## config.mk

```make
export PLATFORM = sky130hd
export DESIGN_NAME = radix_digit_converter
export DESIGN_NICKNAME = d
export VERILOG_FILES = /design/src/rdc_pkg.sv /design/src/rdc_divider.sv /design/src/rdc_stack.sv /design/src/radix_digit_converter.sv
export SDC_FILE = /design/constraint.sdc
export NUM_CORES = 1
export LEC_CHECK = 0
export BUFFER_PORTS_ARGS = -buffer_cell sky130_fd_sc_hd__buf_2
export CAP_MARGIN = 10
export CORE_ASPECT_RATIO = 2
export CORE_MARGIN = 2
export CORE_UTILIZATION = 54
export CTS_CLUSTER_DIAMETER = 60
export CTS_CLUSTER_SIZE = 24
export DETAILED_ROUTE_END_ITERATION = 6
export PLACE_DENSITY = 0.75
export SKIP_LAST_GASP = 1
export SLEW_MARGIN = 20
export SYNTH_ARGS = -nofsm -noshare
export SYNTH_HDL_FRONTEND = slang
export SYNTH_SLANG_ARGS = --single-unit
```

## constraint.sdc

```tcl
create_clock -name clk -period 2.8 [get_ports clk]
set_clock_uncertainty 0.1 [all_clocks]
set_input_delay 0.14 -clock clk [delete_from_list [all_inputs] [get_ports clk]]
set_output_delay 0.14 -clock clk [all_outputs]
set_load 0.005 [all_outputs]
```

## src/rdc_pkg.sv

```systemverilog
// Shared constants, types and a helper function for the radix digit converter.
`default_nettype none
package rdc_pkg;

	localparam int VALUE_BITS     = 31;
	localparam int RADIX_BITS     = 5;
	localparam int DIGIT_BITS     = 4;
	localparam int CHAR_BITS      = 7;
	localparam int STACK_DEPTH    = 32;
	localparam int CNT_BITS       = $clog2(STACK_DEPTH + 1);
	localparam int PTR_BITS       = $clog2(STACK_DEPTH);
	localparam int STEP_BITS      = $clog2(VALUE_BITS);
	localparam int RADIX_MIN      = 2;
	localparam int RADIX_MAX      = 16;
	localparam int IN_FIELD_BITS  = VALUE_BITS + RADIX_BITS;
	localparam int IN_TDATA_BITS  = ((IN_FIELD_BITS + 7) / 8) * 8;
	localparam int OUT_FIELD_BITS = DIGIT_BITS + CHAR_BITS;
	localparam int OUT_TDATA_BITS = ((OUT_FIELD_BITS + 7) / 8) * 8;
	localparam logic [CHAR_BITS-1:0] CHAR_ZERO = 7'h30;
	localparam logic [CHAR_BITS-1:0] CHAR_A    = 7'h41;

	typedef enum logic [2:0] {
		S_IDLE,
		S_DIV,
		S_POP,
		S_LOAD,
		S_BAD
	} state_t;

	typedef struct packed {
		logic                  start;
		logic                  reload;
		logic [VALUE_BITS-1:0] value;
		logic [RADIX_BITS-1:0] radix;
	} div_ctrl_t;

	typedef struct packed {
		logic                  done;
		logic [DIGIT_BITS-1:0] rem;
		logic                  quo_zero;
	} div_stat_t;

	typedef struct packed {
		logic                  clear;
		logic                  push;
		logic                  pop;
		logic [DIGIT_BITS-1:0] data;
	} stk_ctrl_t;

	typedef struct packed {
		logic [DIGIT_BITS-1:0] rd_data;
		logic                  empty;
		logic                  last_slot;
	} stk_stat_t;

	function automatic logic [CHAR_BITS-1:0] char_of(input logic [DIGIT_BITS-1:0] d);
		logic [CHAR_BITS-1:0] c;
		if (d < DIGIT_BITS'(10)) begin
			c = CHAR_ZERO + CHAR_BITS'(d);
		end else begin
			c = CHAR_A + CHAR_BITS'(d) - CHAR_BITS'(10);
		end
		return c;
	endfunction

endpackage
`default_nettype wire

```

## src/rdc_divider.sv

```systemverilog
// Bit-serial restoring divider that retires one quotient bit per cycle.
`default_nettype none
module rdc_divider (
	input  wire logic              clk,
	input  wire logic              arst_n,
	input  wire rdc_pkg::div_ctrl_t ctrl,
	output rdc_pkg::div_stat_t     stat
);

	logic                           run_q;
	logic                           done_q;
	logic [rdc_pkg::STEP_BITS-1:0]  cnt_q;
	logic [rdc_pkg::DIGIT_BITS-1:0] rem_q;
	logic [rdc_pkg::VALUE_BITS-1:0] quo_q;
	logic [rdc_pkg::RADIX_BITS-1:0] div_q;
	logic [rdc_pkg::DIGIT_BITS:0]   trial;
	logic [rdc_pkg::DIGIT_BITS:0]   diff;
	logic                           ge;

	assign trial = {rem_q, quo_q[rdc_pkg::VALUE_BITS-1]};
	assign ge    = trial >= (rdc_pkg::DIGIT_BITS + 1)'(div_q);
	assign diff  = trial - (rdc_pkg::DIGIT_BITS + 1)'(div_q);

	always_ff @(posedge clk or negedge arst_n) begin
		if (!arst_n) begin
			run_q  <= 1'b0;
			done_q <= 1'b0;
			cnt_q  <= '0;
		end else begin
			done_q <= 1'b0;
			if (ctrl.start) begin
				run_q <= 1'b1;
				cnt_q <= rdc_pkg::STEP_BITS'(rdc_pkg::VALUE_BITS - 1);
			end else if (run_q) begin
				if (cnt_q == '0) begin
					run_q  <= 1'b0;
					done_q <= 1'b1;
				end else begin
					cnt_q <= cnt_q - 1'b1;
				end
			end
		end
	end

	always_ff @(posedge clk) begin
		if (ctrl.start) begin
			rem_q <= '0;
			if (ctrl.reload) begin
				quo_q <= ctrl.value;
				div_q <= ctrl.radix;
			end
		end else if (run_q) begin
			rem_q <= ge ? diff[rdc_pkg::DIGIT_BITS-1:0] : trial[rdc_pkg::DIGIT_BITS-1:0];
			quo_q <= {quo_q[rdc_pkg::VALUE_BITS-2:0], ge};
		end
	end

	assign stat.done     = done_q;
	assign stat.rem      = rem_q;
	assign stat.quo_zero = (quo_q == '0);

endmodule
`default_nettype wire

```

## src/rdc_stack.sv

```systemverilog
// Digit stack memory with a fill count, one push or one registered pop per cycle.
`default_nettype none
module rdc_stack (
	input  wire logic              clk,
	input  wire logic              arst_n,
	input  wire rdc_pkg::stk_ctrl_t ctrl,
	output rdc_pkg::stk_stat_t     stat
);

	logic [rdc_pkg::DIGIT_BITS-1:0] mem [rdc_pkg::STACK_DEPTH];
	logic [rdc_pkg::CNT_BITS-1:0]   count_q;
	logic [rdc_pkg::CNT_BITS-1:0]   top_idx;
	logic [rdc_pkg::DIGIT_BITS-1:0] rd_q;
	logic                           full;

	assign full    = (count_q == rdc_pkg::CNT_BITS'(rdc_pkg::STACK_DEPTH));
	assign top_idx = count_q - 1'b1;

	always_ff @(posedge clk or negedge arst_n) begin
		if (!arst_n) begin
			count_q <= '0;
		end else if (ctrl.clear) begin
			count_q <= '0;
		end else if (ctrl.push && !full) begin
			count_q <= count_q + 1'b1;
		end else if (ctrl.pop && count_q != '0) begin
			count_q <= count_q - 1'b1;
		end
	end

	always_ff @(posedge clk) begin
		if (ctrl.push && !full && !ctrl.clear) begin
			mem[count_q[rdc_pkg::PTR_BITS-1:0]] <= ctrl.data;
		end
		if (ctrl.pop) begin
			rd_q <= mem[top_idx[rdc_pkg::PTR_BITS-1:0]];
		end
	end

	assign stat.rd_data   = rd_q;
	assign stat.empty     = (count_q == '0);
	assign stat.last_slot = (count_q == rdc_pkg::CNT_BITS'(rdc_pkg::STACK_DEPTH - 1));

endmodule
`default_nettype wire

```

## src/radix_digit_converter.sv

```systemverilog
// Top level of the radix digit converter: control sequencer and output register.
//
// An input item on the s_axis channel carries a value and a radix. The block
// divides the value by the radix over and over with a bit-serial divider and
// stacks each remainder, then sends the digits on m_axis most significant
// first, one item per digit, with tlast on the final digit. A zero value gives
// the single digit 0. A radix outside 2 to 16 gives one item with tuser set,
// tlast set and zero data.
// The divider retires one quotient bit per cycle over all VALUE_BITS bits of a
// digit, then the remainder is pushed, and each digit leaves the stack through
// a registered memory read, then an output load. The next input item can be
// accepted once the last digit is loaded into the output register. A bad
// radix item passes through the S_BAD state into the output register.
// s_axis_tready is high only while no conversion is in progress.
// When the receiver stalls, the output register holds its item and the
// sequencer waits; no digit is lost. Reset clears the sequencer, the stack
// count and the output valid flag, and the block is then ready at once.
`default_nettype none
module radix_digit_converter (
	input  wire logic                               clk,
	input  wire logic                               arst_n,
	input  wire logic                               s_axis_tvalid,
	output logic                                    s_axis_tready,
	// value [30:0], radix [35:31], zero fill above
	input  wire logic [rdc_pkg::IN_TDATA_BITS-1:0]  s_axis_tdata,
	output logic                                    m_axis_tvalid,
	input  wire logic                               m_axis_tready,
	// digit_value [3:0], digit_char [10:4], zero fill above
	output logic [rdc_pkg::OUT_TDATA_BITS-1:0]      m_axis_tdata,
	output logic                                    m_axis_tlast,
	// bad_radix [0]
	output logic                                    m_axis_tuser
);

	rdc_pkg::state_t    state_q;
	rdc_pkg::state_t    state_d;
	rdc_pkg::div_ctrl_t div_ctrl;
	rdc_pkg::div_stat_t div_stat;
	rdc_pkg::stk_ctrl_t stk_ctrl;
	rdc_pkg::stk_stat_t stk_stat;

	logic [rdc_pkg::VALUE_BITS-1:0] in_value;
	logic [rdc_pkg::RADIX_BITS-1:0] in_radix;
	logic                           radix_bad;
	logic                           out_free;
	logic                           out_load;
	logic [rdc_pkg::DIGIT_BITS-1:0] out_dv_d;
	logic                           out_last_d;
	logic                           out_bad_d;

	logic                           out_valid_q;
	logic [rdc_pkg::DIGIT_BITS-1:0] out_dv_q;
	logic [rdc_pkg::CHAR_BITS-1:0]  out_char_q;
	logic                           out_last_q;
	logic                           out_bad_q;

	assign in_value  = s_axis_tdata[rdc_pkg::VALUE_BITS-1:0];
	assign in_radix  = s_axis_tdata[rdc_pkg::IN_FIELD_BITS-1:rdc_pkg::VALUE_BITS];
	assign radix_bad = (in_radix < rdc_pkg::RADIX_BITS'(rdc_pkg::RADIX_MIN)) ||
		(in_radix > rdc_pkg::RADIX_BITS'(rdc_pkg::RADIX_MAX));
	assign out_free  = !out_valid_q || m_axis_tready;

	rdc_divider u_div (
		.clk    (clk),
		.arst_n (arst_n),
		.ctrl   (div_ctrl),
		.stat   (div_stat)
	);

	rdc_stack u_stk (
		.clk    (clk),
		.arst_n (arst_n),
		.ctrl   (stk_ctrl),
		.stat   (stk_stat)
	);

	always_ff @(posedge clk or negedge arst_n) begin
		if (!arst_n) begin
			state_q <= rdc_pkg::S_IDLE;
		end else begin
			state_q <= state_d;
		end
	end

	always_comb begin
		state_d         = state_q;
		s_axis_tready   = 1'b0;
		div_ctrl.start  = 1'b0;
		div_ctrl.reload = 1'b0;
		div_ctrl.value  = in_value;
		div_ctrl.radix  = in_radix;
		stk_ctrl.clear  = 1'b0;
		stk_ctrl.push   = 1'b0;
		stk_ctrl.pop    = 1'b0;
		stk_ctrl.data   = div_stat.rem;
		out_load        = 1'b0;
		out_dv_d        = stk_stat.rd_data;
		out_last_d      = stk_stat.empty;
		out_bad_d       = 1'b0;
		case (state_q)
			rdc_pkg::S_IDLE: begin
				s_axis_tready = 1'b1;
				if (s_axis_tvalid) begin
					if (radix_bad) begin
						state_d = rdc_pkg::S_BAD;
					end else begin
						div_ctrl.start  = 1'b1;
						div_ctrl.reload = 1'b1;
						stk_ctrl.clear  = 1'b1;
						state_d         = rdc_pkg::S_DIV;
					end
				end
			end
			rdc_pkg::S_DIV: begin
				if (div_stat.done) begin
					stk_ctrl.push = 1'b1;
					if (div_stat.quo_zero || stk_stat.last_slot) begin
						state_d = rdc_pkg::S_POP;
					end else begin
						div_ctrl.start = 1'b1;
					end
				end
			end
			rdc_pkg::S_POP: begin
				stk_ctrl.pop = 1'b1;
				state_d      = rdc_pkg::S_LOAD;
			end
			rdc_pkg::S_LOAD: begin
				if (out_free) begin
					out_load = 1'b1;
					state_d  = stk_stat.empty ? rdc_pkg::S_IDLE : rdc_pkg::S_POP;
				end
			end
			rdc_pkg::S_BAD: begin
				if (out_free) begin
					out_load   = 1'b1;
					out_dv_d   = '0;
					out_last_d = 1'b1;
					out_bad_d  = 1'b1;
					state_d    = rdc_pkg::S_IDLE;
				end
			end
			default: begin
				state_d = rdc_pkg::S_IDLE;
			end
		endcase
	end

	always_ff @(posedge clk or negedge arst_n) begin
		if (!arst_n) begin
			out_valid_q <= 1'b0;
		end else if (out_load) begin
			out_valid_q <= 1'b1;
		end else if (m_axis_tready) begin
			out_valid_q <= 1'b0;
		end
	end

	always_ff @(posedge clk) begin
		if (out_load) begin
			out_dv_q   <= out_dv_d;
			out_char_q <= out_bad_d ? '0 : rdc_pkg::char_of(out_dv_d);
			out_last_q <= out_last_d;
			out_bad_q  <= out_bad_d;
		end
	end

	assign m_axis_tvalid = out_valid_q;
	assign m_axis_tdata  = {(rdc_pkg::OUT_TDATA_BITS - rdc_pkg::OUT_FIELD_BITS)'(0),
		out_char_q, out_dv_q};
	assign m_axis_tlast  = out_last_q;
	assign m_axis_tuser  = out_bad_q;

endmodule
`default_nettype wire

```

==> out/metrics.csv, run 1 <==
metric;value;unit
post-DP HPWL;12200;µm
Crit path arrival time;2.73;ns
flops & latches, synth;202;
CP endpoint kind;flip-flop;
Die ar.;0.0179;mm²
core area;0.0166;mm²
vias in the first global route;5415;
Post-synth EDFFs;181;
Final Slew Violations;0;
Vias per Instance;6.07;
ANT cells;0;
Setup Fix Bufs, Post-CTS;0;
GRT Overall Usage;21.5;%
Placer Congestion;0.941;
Layout Area Growth over Synthesis;15.3;%
CTS tree;done;
Hold WC Path Type;input port to asynchronous set/reset pin;
RSZ-0062 raised after global routing;false;
Worst EP required;2.92;ns
Leak;3.74;nW
setup ws final;0.194;ns
grt met2 use;38.0;%
synthesized area per cell;16.3;µm²
Max Buffers Root-to-Sink;3;
ys async rst share;8.42;%
Total Wirelength;18900;µm
clock root buffer;clkbuf_16;
power per cell area;986;mW/mm²
first-pass GRT wire length;29300;µm
IO Count;64;
Initial Util;54.5;%
Ys Warns;0;
Cell Area, Placed;0.00969;mm²
Setup crit end;u_div.quo_q[3]$_DFFE_PP_;
Die H;187;µm
share of layout cells above drive strength 1;27.2;%
most area-consuming cells after synthesis;edfxtp_1 (60%), mux4_2 (7.2%), dfrtp_1 (4.7%);
most used routing layer;met2;
clk_lat worst skew;0.48;ns
1st-pass router iterations;5;
Worst R2R Setup Slack;0.27;ns
final setup fails;0;
Post-CTS Resized;0;
status;finished, final reports clean;
Reg-to-Reg End;u_stk.rd_q[3]$_DFFE_PP_;
total number of vias;5351;
slew margin rel.;55.3;%
Pwr Total;10.3;mW
Slew @ Worst Pin;0.666;ns
fin crit share;93.1;%
Critical R2R Launch;u_stk.count_q[0]$_DFFE_PN0P_;
CTS Hold Bufs;39;
post-synthesis sequential area ratio;65.6;%
drt wl/cell;21.5;µm
number of port buffers;54;
final setup TNS;0;ns
fmax;384;MHz
clock sink total;202;
Die W;95.5;µm
Post-synth top flop;edfxtp_1;
met1 GRT Util;28.0;%
Setup crit start kind;input port;
Residual DRC;0;
Yosys cell types;67;
final hold vios;0;
synthesized area;0.00905;mm²
CP startpoint;s_axis_tdata[34];
R2R depth;7;
Synth top area share;60.0;%
Post-Syn Instances;555;
crit path max fanout;14;
fin area;0.0104;mm²
top cell type by total area after synthesis;edfxtp_1;
fin crit period;2.61;ns
Max Cap Viol;0;
Hold WS;0.0504;ns
initial antenna violation count;0;
final antenna-violating net count;0;
detailed router's first-iteration violation count;508;
Reg clk slew, reported paths;0.10;ns
critical path class;input port to flip-flop;
grt met3 use;2.46;%
largest net degree at the start of global routing;36;
Overflow after GRT;0;
Place WS;0.312;ns
worst ir drop on vdd;810;µV
# nets final;728;
H-tree depth;1;
Num CTS Buffers;12;
row cnt;67;
worst min-delay path by stage:
stage,from,endpoint,slack [ns]
finish,arst_n,u_div.cnt_q[4]$_DFFE_PN0P_,0.05
floorplan,arst_n,m_axis_tvalid$_DFFE_PN0P_,-0.26
global placement,arst_n,u_div.cnt_q[0]$_DFFE_PN0P_,0.02
CTS,arst_n,u_div.cnt_q[4]$_DFFE_PN0P_,0.06
detailed placement,arst_n,u_div.cnt_q[0]$_DFFE_PN0P_,0.02
global route,arst_n,u_div.cnt_q[4]$_DFFE_PN0P_,0.06
through the flow:
step | cells | utilization, %
3_5_place_dp | 824 | 58.4
2_1_floorplan | 559 | -
3_3_place_gp | 824 | 58.4
4_1_cts | 881 | 62.9
6_report | 881 | 62.9
5_1_grt | 881 | 62.9
critical path: stages:
cell	delay, ns
dlygate4sd3_1	0.55
buf_2	0.14
nor3_2	0.20
mux2i_1	0.46
nand3_1	0.31
inv_2	0.12
a21o_2	0.26
buf_12	0.20
mux2_1	0.34
cell usage after synthesis, drive strengths merged, types with 2 or more instances:
| library cell | n |
|---|---|
| edfxtp | 181 |
| o32ai | 2 |
| nand3 | 11 |
| a221oi | 4 |
| nand4 | 2 |
| a22oi | 2 |
| mux2i | 12 |
| o21ai | 7 |
| and2 | 5 |
| o22ai | 4 |
| nor3b | 4 |
| nand3b | 3 |
| nor4b | 2 |
| nand2b | 6 |
| a21o | 5 |
| inv | 23 |
| a21oi | 7 |
| buf | 26 |
| dfxtp | 4 |
| o2111ai | 4 |
| dfrtp | 17 |
| a211oi | 3 |
| nor2 | 29 |
| mux2 | 39 |
| nor2b | 2 |
| and3 | 3 |
| nor4 | 12 |
| a31oi | 8 |
| nor3 | 22 |
| xnor2 | 7 |
| clkbuf | 7 |
| ha | 13 |
| nand2 | 29 |
| xor2 | 4 |
| mux4 | 32 |
final cells by class:
cell class,instances,area [µm²]
Clock inverter,2,18.8
Fill cell,1137,6160
Inverter,23,86.3
Tap cell,207,259
Sequential cell,202,5940
Timing Repair Buffer,130,1000
Clock buffer,16,337
Multi-Input combinational cell,301,2790
state kept, by name, summed over array words and instances (netlist names):
signal / cells
out_dv_q: 4
m_axis_tvalid: 1
u_div.cnt_q: 5
m_axis_tlast: 1
u_stk.rd_q: 4
u_div.quo_q: 31
u_div.div_q: 5
u_stk.mem: 128
out_char_q: 7
state_q: 3
u_div.rem_q: 4
u_div.done_q: 1
u_div.run_q: 1
u_stk.count_q: 6
m_axis_tuser: 1
cells in the final DEF (no fill, tap or decap), types with 5 or more instances in the layout:
| cell type | n |
|---|---|
| a21oi_1 | 6 |
| inv_1 | 22 |
| nor4_1 | 12 |
| a31oi_1 | 7 |
| nor2_1 | 29 |
| ha_1 | 13 |
| nor3_1 | 20 |
| clkbuf_16 | 13 |
| mux2_2 | 11 |
| buf_2 | 54 |
| nand2_1 | 29 |
| conb_1 | 5 |
| buf_4 | 32 |
| mux2i_1 | 12 |
| nand3_1 | 10 |
| dfrtp_1 | 16 |
| edfxtp_1 | 181 |
| buf_12 | 5 |
| mux4_2 | 29 |
| and2_1 | 5 |
| nand2b_1 | 6 |
| xnor2_1 | 7 |
| mux2_4 | 26 |
| dlygate4sd3_1 | 39 |
logic make-up (layout without fill, tap and decap cells):
logic type | after synthesis | after routing | share of synthesized area, %
AO/OA/AOI/OAI | 53 | 53 | 4.29
XOR/XNOR | 11 | 11 | 1.15
adder cells (fa/ha/maj) | 14 | 14 | 2.02
buffers and inverters | 56 | 171 | 3.72
flip-flops | 202 | 202 | 65.6
multiplexers | 83 | 83 | 15.3
other | 1 | 5 | 0.0414
AND/OR/NAND/NOR | 135 | 135 | 7.81
power breakdown:
part           total [mW]  switching [mW]  internal (mW)  leakage (nW)
combinational        3.93            2.07           1.86          1.66
sequential           4.56           0.385           4.18          1.91
clock                1.79           0.931          0.861         0.170
routing by layer:
| metal | share of wire, % | vias to the layer above |
|---|---|---|
| li1 | - | 2378 |
| met4 | 2.5 | 0 |
| met5 | 0 | - |
| met3 | 5.2 | 43 |
| met2 | 55 | 231 |
| met1 | 38 | 2699 |
(Power assumes the default switching activity.)
==> run 2: changes to the inputs <==
--- a/config.mk
+++ b/config.mk
@@ -10,3 +10,2 @@
 export CORE_ASPECT_RATIO = 2
-export CORE_MARGIN = 2
 export CORE_UTILIZATION = 54
--- a/constraint.sdc
+++ b/constraint.sdc
@@ -4,2 +4,2 @@
 set_output_delay 0.14 -clock clk [all_outputs]
-set_load 0.005 [all_outputs]
+set_load 0.1 [all_outputs]
==> run 2 against run 1 <==
Compared with the run above: final cell count decreased by 1.0%; die area decreased by 3.1%; sequential cell count unchanged; maximum frequency about the same; setup slack got worse by 0.0018 ns; via count decreased by 2.5%; global-route usage increased by 1.7 points; register-to-register slack got worse by 0.08 ns; utilization increased by 0.77 points; final area decreased by 0.29%; combinational power increased by 8.9%; critical endpoint unchanged.
==> out/metrics.csv, run 2 (synthesis gave the netlist of run 1 again) <==
metric;value;unit;change
clk_lat worst skew;0.47;ns;about the same
Max Cap Viol;0;;unchanged
Die H;185;µm;-1.1%
IO Count;64;;unchanged
R2R depth;6;;-1
Post-CTS Resized;0;;unchanged
1st-pass router iterations;5;;unchanged
ANT cells;0;;unchanged
fmax;383;MHz;about the same
commonest non-fill, non-tap cells in the layout;edfxtp_1 (181), buf_2 (54), dlygate4sd3_1 (38), buf_4 (30);;
Max Buffers Root-to-Sink;3;;unchanged
fin crit period;2.61;ns;+0.00176 ns
Multi-input gate area;0.00281;mm²;+0.63%
fin crit share;93.1;%;about the same
# nets final;723;;-0.69%
critical path's largest stage delay;0.55;ns;about the same
Setup Fix Bufs, Post-CTS;0;;unchanged
Initial Util;55.4;%;+0.83 points
Cell Area, Placed;0.00965;mm²;-0.40%
CTS Hold Bufs;38;;-2.6%
largest net degree at the start of global routing;36;;unchanged
Total Wirelength;19000;µm;+0.67%
Final Slew Violations;0;;unchanged
first-pass GRT wire length;30100;µm;+2.4%
clock sink total;202;;unchanged
Hold WC Path Type;input port to asynchronous set/reset pin;;
Vias per Instance;5.98;;-1.5%
Critical R2R Launch;u_div.quo_q[9]$_DFFE_PP_;;
power per cell area;1030;mW/mm²;+4.7%
Die W;93.5;µm;-2.1%
final antenna-violating net count;0;;unchanged
fillers;1155;;+1.6%
CP endpoint kind;flip-flop;;
Worst R2R Setup Slack;0.19;ns;-0.08 ns
status;finished, final reports clean;;
Setup crit start kind;flip-flop;;
crit-path cells;nor4_1 -> nand4_1 -> o32a_1 -> a21o_2 -> buf_12 -> mux2_1;;
vias in the first global route;5549;;+2.5%
row cnt;66;;-1.5%
final setup fails;0;;unchanged
Overflow after GRT;0;;unchanged
slew margin rel.;51.5;%;-3.7 points
Num CTS Buffers;12;;unchanged
detailed router's first-iteration violation count;316;;-38%
worst ir drop on vdd;621;µV;-23%
Reg clk slew, reported paths;0.10;ns;about the same
core area;0.0164;mm²;-1.5%
CTS tree;done;;
Leak;3.72;nW;-0.53%
slowest CP cell;nor4_1;;
Placer Congestion;0.883;;-6.2%
critical path class;flip-flop to flip-flop;;
CP bufs+invs;1;;-3
GRT Overall Usage;23.2;%;+1.7 points
Crit path arrival time;2.72;ns;about the same
Slew @ Worst Pin;0.725;ns;+0.0597 ns
final core occ;63.6;%;+0.77 points
share of layout cells above drive strength 1;27.2;%;+0.094 points
drt wl/cell;21.8;µm;+1.7%
initial antenna violation count;0;;unchanged
Reg-to-Reg End;u_div.quo_q[3]$_DFFE_PP_;;
RSZ-0062 raised after global routing;false;;
clock root buffer;clkbuf_16;;
FF+latch area;0.00594;mm²;unchanged
post-DP HPWL;13100;µm;+7.7%
total number of vias;5218;;-2.5%
most common cell after layout, fill and taps aside;edfxtp_1;;
H-tree depth;1;;unchanged
number of port buffers;54;;unchanged
final hold vios;0;;unchanged
Worst EP required;2.91;ns;about the same
fin area;0.0104;mm²;-0.29%
Residual DRC;0;;unchanged
max FFs per register;128;;unchanged
Die ar.;0.0173;mm²;-3.1%
crit path max fanout;35;;+21
Layout Area Growth over Synthesis;14.9;%;
family with the most delay on the worst path;simple AND/OR/NAND/NOR gates;;
run 2: metal layers:
metal	vias to the layer above	track usage, %	share of wire [%]
met2	160	47.1	60
met4	0	8.18	3.2
met1	2648	23.8	34
met5	-	0	0
li1	2366	-	-
met3	44	2.18	3.3
run 2: worst max path at each step:
| stage | start | end | slack [ns] | cells after the start |
|---|---|---|---|---|
| global route | u_div.quo_q[11]$_DFFE_PP_ | u_div.quo_q[3]$_DFFE_PP_ | 0.13 | 6 |
| finish | u_div.quo_q[9]$_DFFE_PP_ | u_div.quo_q[3]$_DFFE_PP_ | 0.19 | 6 |
| detailed placement | u_stk.count_q[0]$_DFFE_PN0P_ | u_stk.rd_q[3]$_DFFE_PP_ | 0.24 | 7 |
| floorplan | state_q[2]$_DFFE_PN0P_ | u_div.quo_q[10]$_DFFE_PP_ | -0.03 | 8 |
| global placement | u_div.quo_q[6]$_DFFE_PP_ | u_div.quo_q[4]$_DFFE_PP_ | 0.26 | 6 |
| CTS | u_stk.count_q[0]$_DFFE_PN0P_ | u_stk.rd_q[3]$_DFFE_PP_ | 0.23 | 7 |
run 2: area by class of cell:
cell class | instances | area share (%)
Inverter | 23 | 0.854
Multi-Input combinational cell | 301 | 27.0
Tap cell | 204 | 2.45
Clock buffer | 15 | 3.20
Sequential cell | 202 | 57.1
Clock inverter | 2 | 0.397
Timing Repair Buffer | 125 | 9.00
run 2: stage by stage:
step	setup WS (ns)	hold slack, ns	TNS, ns	instances	power, mW
finish	0.192	0.0323	0	872	10.7
global route	0.126	0.0622	0	872	11.2
CTS	0.230	0.0332	0	872	10.8
detailed placement	0.236	-0.000396	0	817	8.87
global placement	0.265	-0.00532	0	817	8.67
floorplan	-0.0333	-0.256	-0.809	559	7.76
run 2: worst reg2reg max path, cell delays in order, from the launching register on:
cell and delay, ns:
edfxtp_1 0.43, nor4_1 0.55, nand4_1 0.19, o32a_1 0.30, a21o_2 0.25, buf_12 0.20
mux2_1 0.35
run 2: power breakdown:
part	leakage (nW)	internal, mW	switching [mW]
logic	1.63	1.83	2.45
registers	1.91	4.18	0.397
clock network	0.183	0.947	0.933
total	3.72	6.95	3.78
